==> src/hw/rtl/kcf_pkg.sv <==
// Shared types and constants of the key chatter filter.
package kcf_pkg;

  localparam int TIME_W   = 32;
  localparam int THRESH_W = 14;
  localparam int COUNT_W  = 16;
  localparam int CODE_W   = 8;
  localparam int ALU_W    = 32;

  localparam logic [THRESH_W-1:0] THRESHOLD_RESET = 14'd85;
  localparam logic [COUNT_W-1:0]  COUNT_MAX       = 16'hFFFF;

  // Event kinds.
  localparam logic REQ_DOWN = 1'b0;
  localparam logic REQ_UP   = 1'b1;

  // Register word index of the threshold register.
  localparam logic REG_THRESHOLD = 1'b0;

  typedef struct packed {
    logic              req_type;
    logic [CODE_W-1:0] key_code;
    logic [TIME_W-1:0] now_ms;
  } req_t;

  typedef struct packed {
    logic               pass_event;
    logic               new_key;
    logic [COUNT_W-1:0] chatter_total;
  } res_t;

  typedef struct packed {
    logic valid;
    logic pressed;
  } flags_t;

  typedef struct packed {
    logic [TIME_W-1:0]   last_press_ms;
    logic [THRESH_W-1:0] threshold_ms;
    logic [COUNT_W-1:0]  chatter_count;
  } entry_t;

  // Operation of the shared adder.
  typedef struct packed {
    logic             sub;
    logic [ALU_W-1:0] a;
    logic [ALU_W-1:0] b;
  } alu_req_t;

  typedef struct packed {
    logic             carry;
    logic [ALU_W-1:0] sum;
  } alu_res_t;

endpackage

==> src/hw/rtl/kcf_alu.sv <==
// Shared add/subtract unit with carry out, used for elapsed time, compare and count.
module kcf_alu
  import kcf_pkg::*;
(
  input  alu_req_t req,
  output alu_res_t res
);

  logic [ALU_W-1:0] b_eff;
  logic [ALU_W:0]   total;

  assign b_eff = req.sub ? ~req.b : req.b;
  assign total = {1'b0, req.a} + {1'b0, b_eff} + {{ALU_W{1'b0}}, req.sub};

  // For a subtraction a carry out of zero means a borrow, that is a < b.
  assign res.carry = total[ALU_W];
  assign res.sum   = total[ALU_W-1:0];

endmodule

==> config.mk <==
export PLATFORM = sky130hd
export DESIGN_NAME = kcf_alu
export DESIGN_NICKNAME = d
export VERILOG_FILES = /design/src/hw/rtl/kcf_pkg.sv /design/src/hw/rtl/kcf_alu.sv
export SDC_FILE = /design/constraint.sdc
export NUM_CORES = 1
export LEC_CHECK = 0
export BUFFER_PORTS_ARGS = -buffer_cell sky130_fd_sc_hd__clkbuf_2
export CAP_MARGIN = 5
export CORE_MARGIN = 2
export CORE_UTILIZATION = 45
export DETAILED_ROUTE_END_ITERATION = 8
export PLACE_DENSITY_LB_ADDON = 0.12
export SLEW_MARGIN = 20
export SYNTH_ARGS = -nofsm -noshare
export SYNTH_HDL_FRONTEND = slang
export SYNTH_SLANG_ARGS = --single-unit
==> constraint.sdc <==
create_clock -name vclk -period 4.18
set_input_delay 0.418 -clock vclk [all_inputs]
set_output_delay 0.418 -clock vclk [all_outputs]
set_load 0.05 [all_outputs]
# After elaboration in Yosys (flattened, before gate mapping)
# Index checks and enable logic that the tools add are counted.
[classes]
mux = 1
n_div = 0
n_bitwise = 1
eq_ne = 0
multipliers = 0
shifts = 0
magnitude_cmp = 0
reduce_logical = 0
n_addsub = 2
[op_table]
columns = ["cell", "count"]
rows = [
  ["32-bit by 32-bit adder with 33-bit output", 1],
  ["33-bit by 1-bit adder with 33-bit output", 1],
  ["32-bit two-way mux", 1],
  ["32-bit inverter", 1],
]
[totals]
input_bits = 65
ff_bits = 0
romBits = 0
out_inout_bits = 33
wordCells = 4
mem_bits_rw = 0
memories = 0
latchBits = 0

# Logic depth before layout (Yosys ltp)
# Gate-level depths: netlist (run 1).
[logic_depth]
depth_word = 4
depth_mapped = 11
ltp_nobuf = 10

# Worst setup path after synthesis (run 1)
# OpenSTA, ideal clock, no wires.
[synth_timing]
path_kind = "input -> output"
startpoint = "input req[64] in the netlist's numbering"
endpoint = "output res[28] in the netlist's numbering"
setup_slack_ns = -0.554
t_arrival_ns = 4.316
t_required_ns = 3.762
path_buffers = 2
path_stages = 11
cell_sequence = "buf_2 > clkbuf_1 > xor2_1 > ha_1 > a21o_1 > a21o_1 > a221o_1 > a221o_1 > a31o_2 > nand4_1 > nor4bb_1"
[synth_rtl]
columns = ["item", "line_no", "source"]
rows = [
  ["start, declared", "kcf_alu.sv:5", "input alu_req_t req,"],
  ["end, declared", "kcf_alu.sv:6", "output alu_res_t res"],
]

==> results of run 1 <==
## logic make-up after synthesis
kind of cell	after synthesis	synth area share, %
AO/OA/AOI/OAI	102	32.9
XOR/XNOR	58	24.1
adder cells (fa/ha/maj)	35	21.2
multiplexers	2	0.951
buffers and inverters	17	3.15
AND/OR/NAND/NOR	72	17.7
## worst min path at each step
stage,startpoint,endpoint,slack (ns)
after detailed placement,req[32],res[0],1.22
final,req[32],res[0],1.22
after CTS,req[32],res[0],1.23
after floorplan,req[0],res[0],1.10
after global routing,req[32],res[0],1.24
after global placement,req[32],res[0],1.22
## stage by stage
stage               instance area [um^2]  utilization, %
floorplan                           2120               -
global placement                    2700            60.8
detailed placement                  2700            60.8
CTS                                 2700            60.8
global route                        2710            60.9
finish                              2710            60.9
## layer usage
| layer | wire [um] | GRT usage [%] | vias to the layer above | share of wire (%) |
|---|---|---|---|---|
| li1 | - | - | 1260 | - |
| met1 | 2810 | 29.7 | 1068 | 49 |
| met2 | 2640 | 35.4 | 70 | 46 |
| met3 | 234 | 0.278 | 2 | 4.1 |
| met4 | 28 | 2.06 | 0 | 0.49 |
| met5 | 0 | 0 | - | 0 |
## placed cells by master (no fill, tap or decap), drive strengths merged, types with 9 or more instances in the layout
| cell | synthesis | routed |
|---|---|---|
| xor2 | 41 | 41 |
| nand3 | 12 | 12 |
| clkbuf | 6 | 95 |
| nor2 | 10 | 10 |
| xnor2 | 17 | 17 |
| o21ai | 9 | 9 |
| nand2 | 19 | 19 |
| a21oi | 31 | 31 |
| ha | 34 | 34 |
| inv | 9 | 9 |
| a21o | 16 | 16 |
## layout make-up
class / instances / share of cell area, %
inverter: 9 / 1.25
tap: 52 / 2.41
timing repair buffer: 102 / 20.4
multi-input combinational: 269 / 76.0
## what timing repair did
item / 4_1_cts / 5_1_grt
setup endpoints to repair: 0 / 1
resized for setup: 0 / 2
setup buffers: 0 / 0
hold endpoints to repair: 0 / 0
## report_power, final
group	total, W	leakage, nW	internal (W)	switching [W]
Clock	0	0	0	0
Combinational	0.00101	1.46	0.000317	0.000689
Sequential	0	0	0	0
Total	0.00101	1.46	0.000317	0.000689
## critical path, cell delays in order
cell and delay (ns):
buf_2 0.30, buf_4 0.30, xor2_1 0.23, ha_1 0.28, a21o_1 0.23, a21o_1 0.19
a221o_1 0.33, a31o_2 0.25, a2111oi_1 0.42, buf_4 0.19, nor4bb_4 0.04, clkbuf_2 0.25
==> flow_metrics.py, run 1 <==
metrics = {
    "run_status": {
        "status": "finished, final reports clean",
    },
    "route": {
        "avgViaCountPerCell": 5.56,
        "drt-total-wl_um": 5710,
        "drc": 0,
        "via_count": 2400,
        "dr.pass1.iters": 4,
        "route.antenna.remaining_nets": 0,
        "dr.first_iter.drc_count": 101,
        "routedWlPerCell_um": 13.2,
    },
    "timing": {
        "slew_viol_final": 0,
        "fin_ws_ns": 0.315,
        "worst_slew_pin_slew_ns": 0.571,
        "setup_tns_ns": 0,
        "setup_viol": 0,
        "final-hold-violation-count": 0,
        "clock.fmax_mhz": 259,
        "min_period_ns": 3.87,
        "whs_ns": 1.22,
        "finalCritPeriodShare_pct": 92.5,
        "slew-limit-headroom_pct": 61.9,
        "rsz0062_at_grt": "no",
    },
    "placement": {
        "place_ws_ns": 0.245,
        "portBuffers": 98,
        "dp.final_hpwl_um": 4850,
        "placed_cells": 432,
        "place_congestion": 0.876,
    },
    "floorplanning": {
        "dieArea_um2": 5240,
        "num_rows": 24,
        "die_w_um": 72.4,
        "coreArea_um2": 4440,
        "initial_core_util_pct": 47.4,
        "boundaryPins": 98,
        "dieHeight_um": 72.4,
    },
    "worst_hold_path": {
        "hp-class": "input port to output port",
        "holdPathStages": 3,
    },
    "worst_setup_path": {
        "worstPathArrival_ns": 3.45,
        "cp.required_ns": 3.76,
        "end_kind": "output port",
        "crit_start": "req[64]",
        "worstSetupPathType": "input port to output port",
        "startpoint_type": "input port",
        "worstSetupEndpoint": "res[28]",
        "cp_max_fo": 13,
    },
    "synth": {
        "yosysWarnings": 0,
        "yosysTopAreaCellShare_pct": 20.2,
        "yosysMostFrequentCell": "xor2_1",
        "ys_types": 46,
        "synthCells": 286,
        "syn_area_um2": 2110,
        "synth_area_leader_cell": "ha_1",
        "synth_area_leaders": "ha_1 20%, xor2_1 17%, a21oi_1 7.4%",
        "yosys-top-cells-count": "41 x xor2_1, 34 x ha_1, 31 x a21oi_1",
        "synth_fp_nets": 386,
        "yosysSeqAreaShare_pct": 0,
        "syn_avg_cell_area_um2": 7.36,
    },
    "final_layout": {
        "fin_cells": 432,
        "area_growth_pct": 28.5,
        "n_sequential_cell": 0,
        "antennaDiodeCount": 0,
        "num-fill-cells": 445,
        "drive_gt1_share_pct": 28.2,
        "clkbuf_count": 0,
        "multi_input_area_um2": 2060,
        "seqCellArea_um2": 0,
        "finalNetCount": 482,
    },
    "global_route": {
        "grt_pass1_vias": 2097,
        "antenna_found_initial": 0,
        "grt_use_total_pct": 20.5,
        "globalRouteOverflowTotal": 0,
        "grt_pass1_wl_um": 9120,
        "grt_max_degree": 14,
    },
    "run": {
        "max_cap_viol_count": 0,
    },
    "power": {
        "p_leak_nw": 1.46,
        "ir_drop_mv": 0.242,
        "p_total_w": 0.00101,
        "powerDensity_nw_per_um2": 372,
    },
    "cts": {
        "cts_hold_buf": 0,
    },
}
Power figures use the tool's default switching activity.
==> inputs of run 2 (changes only) <==
Settings changed: CORE_ASPECT_RATIO set to 1.5.
Clock period 4.18 ns to 3.21 ns, I/O delays scaled along.
==> run 2 against run 1 <==
  * First-iteration DRC count grew to 3.3 times the previous value
  * Die area increased by 0.22%
  * The flow now finishes with violations (negative setup slack)
  * Critical endpoint is now res[21]
  * Highest routed layer unchanged
  * Global-route usage is 8.6 points higher
==> flow_metrics.py, run 2 (synthesis gave the netlist of run 1 again) <==
metrics = {
    "final_layout": {
        "final_common_cell": "buf_4",
        "final_cell_mix": "97 x buf_4, 77 x clkbuf_2, 31 x xor2_1",
        "finalNetCount": 579,
        "multi_input_area_um2": 2490,
        "num-fill-cells": 187,
        "n_sequential_cell": 0,
        "clkbuf_count": 0,
        "fin_cells": 525,
        "final_core_util_pct": 91.6,
        "finish.instance_area_um2": 4130,
        "drive_gt1_share_pct": 52.2,
        "antennaDiodeCount": 0,
        "area_growth_pct": 96.0,
        "seqCellArea_um2": 0,
    },
    "worst_setup_path": {
        "end_kind": "output port",
        "crit_start": "req[64]",
        "cp_max_fo": 7,
        "startpoint_type": "input port",
        "worstSetupPathType": "input port to output port",
        "worstPathArrival_ns": 3.00,
        "cp.required_ns": 2.89,
    },
    "floorplanning": {
        "boundaryPins": 98,
        "initial_core_util_pct": 46.8,
        "dieArea_um2": 5250,
        "die_w_um": 59.9,
        "dieHeight_um": 87.8,
        "coreArea_um2": 4500,
        "num_rows": 30,
    },
    "global_route": {
        "grt_pass1_wl_um": 12200,
        "grt_max_degree": 9,
        "globalRouteOverflowTotal": 0,
        "grt_pass1_vias": 2897,
        "grt_use_total_pct": 29.1,
        "antenna_found_initial": 0,
    },
    "power": {
        "powerDensity_nw_per_um2": 490,
        "ir_drop_mv": 0.413,
        "p_leak_nw": 2.11,
    },
    "placement": {
        "place_congestion": 0.888,
        "placed_cells": 508,
        "dp.final_hpwl_um": 6520,
        "place_ws_ns": -0.281,
        "dpl_cell_area_um2": 3640,
        "portBuffers": 98,
    },
    "worst_hold_path": {
        "holdPathStages": 3,
        "hold_start": "req[32]",
        "hp-class": "input port to output port",
    },
    "run_status": {
        "violations": "negative setup slack",
        "status": "finished, violations left",
    },
    "cts": {
        "cts_hold_buf": 0,
    },
    "route": {
        "avgViaCountPerCell": 6.22,
        "dr.pass1.iters": 5,
        "dr.first_iter.drc_count": 330,
        "route.antenna.remaining_nets": 0,
        "via_count": 3265,
        "drt-total-wl_um": 10900,
        "routedWlPerCell_um": 20.8,
        "drc": 0,
    },
    "timing": {
        "rsz0062_at_grt": "yes",
        "worst_slew_pin_slew_ns": 0.506,
        "fin_ws_ns": -0.112,
        "final-hold-violation-count": 0,
        "slew-limit-headroom_pct": 66.2,
        "finalCritPeriodShare_pct": 103,
        "min_period_ns": 3.32,
        "setup_viol": 7,
        "slew_viol_final": 0,
        "clock.fmax_mhz": 301,
    },
    "run": {
        "max_cap_viol_count": 0,
    },
}
run 2: changes by cell type in the layout (fill, tap and decap cells not counted), sizes merged:
cell,delta
buf,+113
clkbuf,-16
run 2: per-layer routing:
layer	vias to the layer above	track usage [%]	share of wire, %
li1	1437	-	-
met4	0	7.27	5.8
met5	-	0	0
met3	68	1.77	5.8
met2	210	60.3	54
met1	1550	29.6	34
run 2: stage by stage:
step | hold WS, ns | total power [W] | TNS [ns]
4_1_cts | 1.03 | 0.00182 | 0
3_3_place_gp | 1.03 | 0.00174 | -1.42
6_report | 1.08 | 0.00202 | -0.348
2_1_floorplan | 0.910 | 0.00109 | -0.256
5_1_grt | 1.11 | 0.00209 | -1.22
3_5_place_dp | 1.03 | 0.00175 | -2.23
run 2: cell type report:
type | count | share of cell area, %
multi-input cells | 269 | 60.4
well taps | 48 | 1.46
repair buffers | 199 | 37.3
inverters | 9 | 0.819
run 2: path summary, 6_finish.rpt:
| check | end | slack, ns |
|---|---|---|
| hold / removal | res[0] | 1.08 |
| setup / recovery | res[21] | -0.11 |
run 2: worst max-delay path: stages:
cell,delay [ns]
clkbuf_16,0.14
buf_12,0.15
xor2_1,0.17
ha_1,0.34
o211ai_1,0.17
or4b_4,0.56
a211o_1,0.33
a31oi_4,0.26
or2_4,0.22
xor2_4,0.17
buf_12,0.15
run 2: what timing repair did:
item / 4_1_cts / 5_1_grt
pin swaps: 14 / 31
setup buffers: 3 / 14
setup endpoints to repair: 17 / 15
resized for setup: 25 / 41
run 2: power by group:
| part | internal [W] | switching (W) | leakage [nW] |
|---|---|---|---|
| Clock | 0 | 0 | 0 |
| Combinational | 0.000857 | 0.00116 | 2.11 |
| Sequential | 0 | 0 | 0 |
| Total | 0.000857 | 0.00116 | 2.11 |
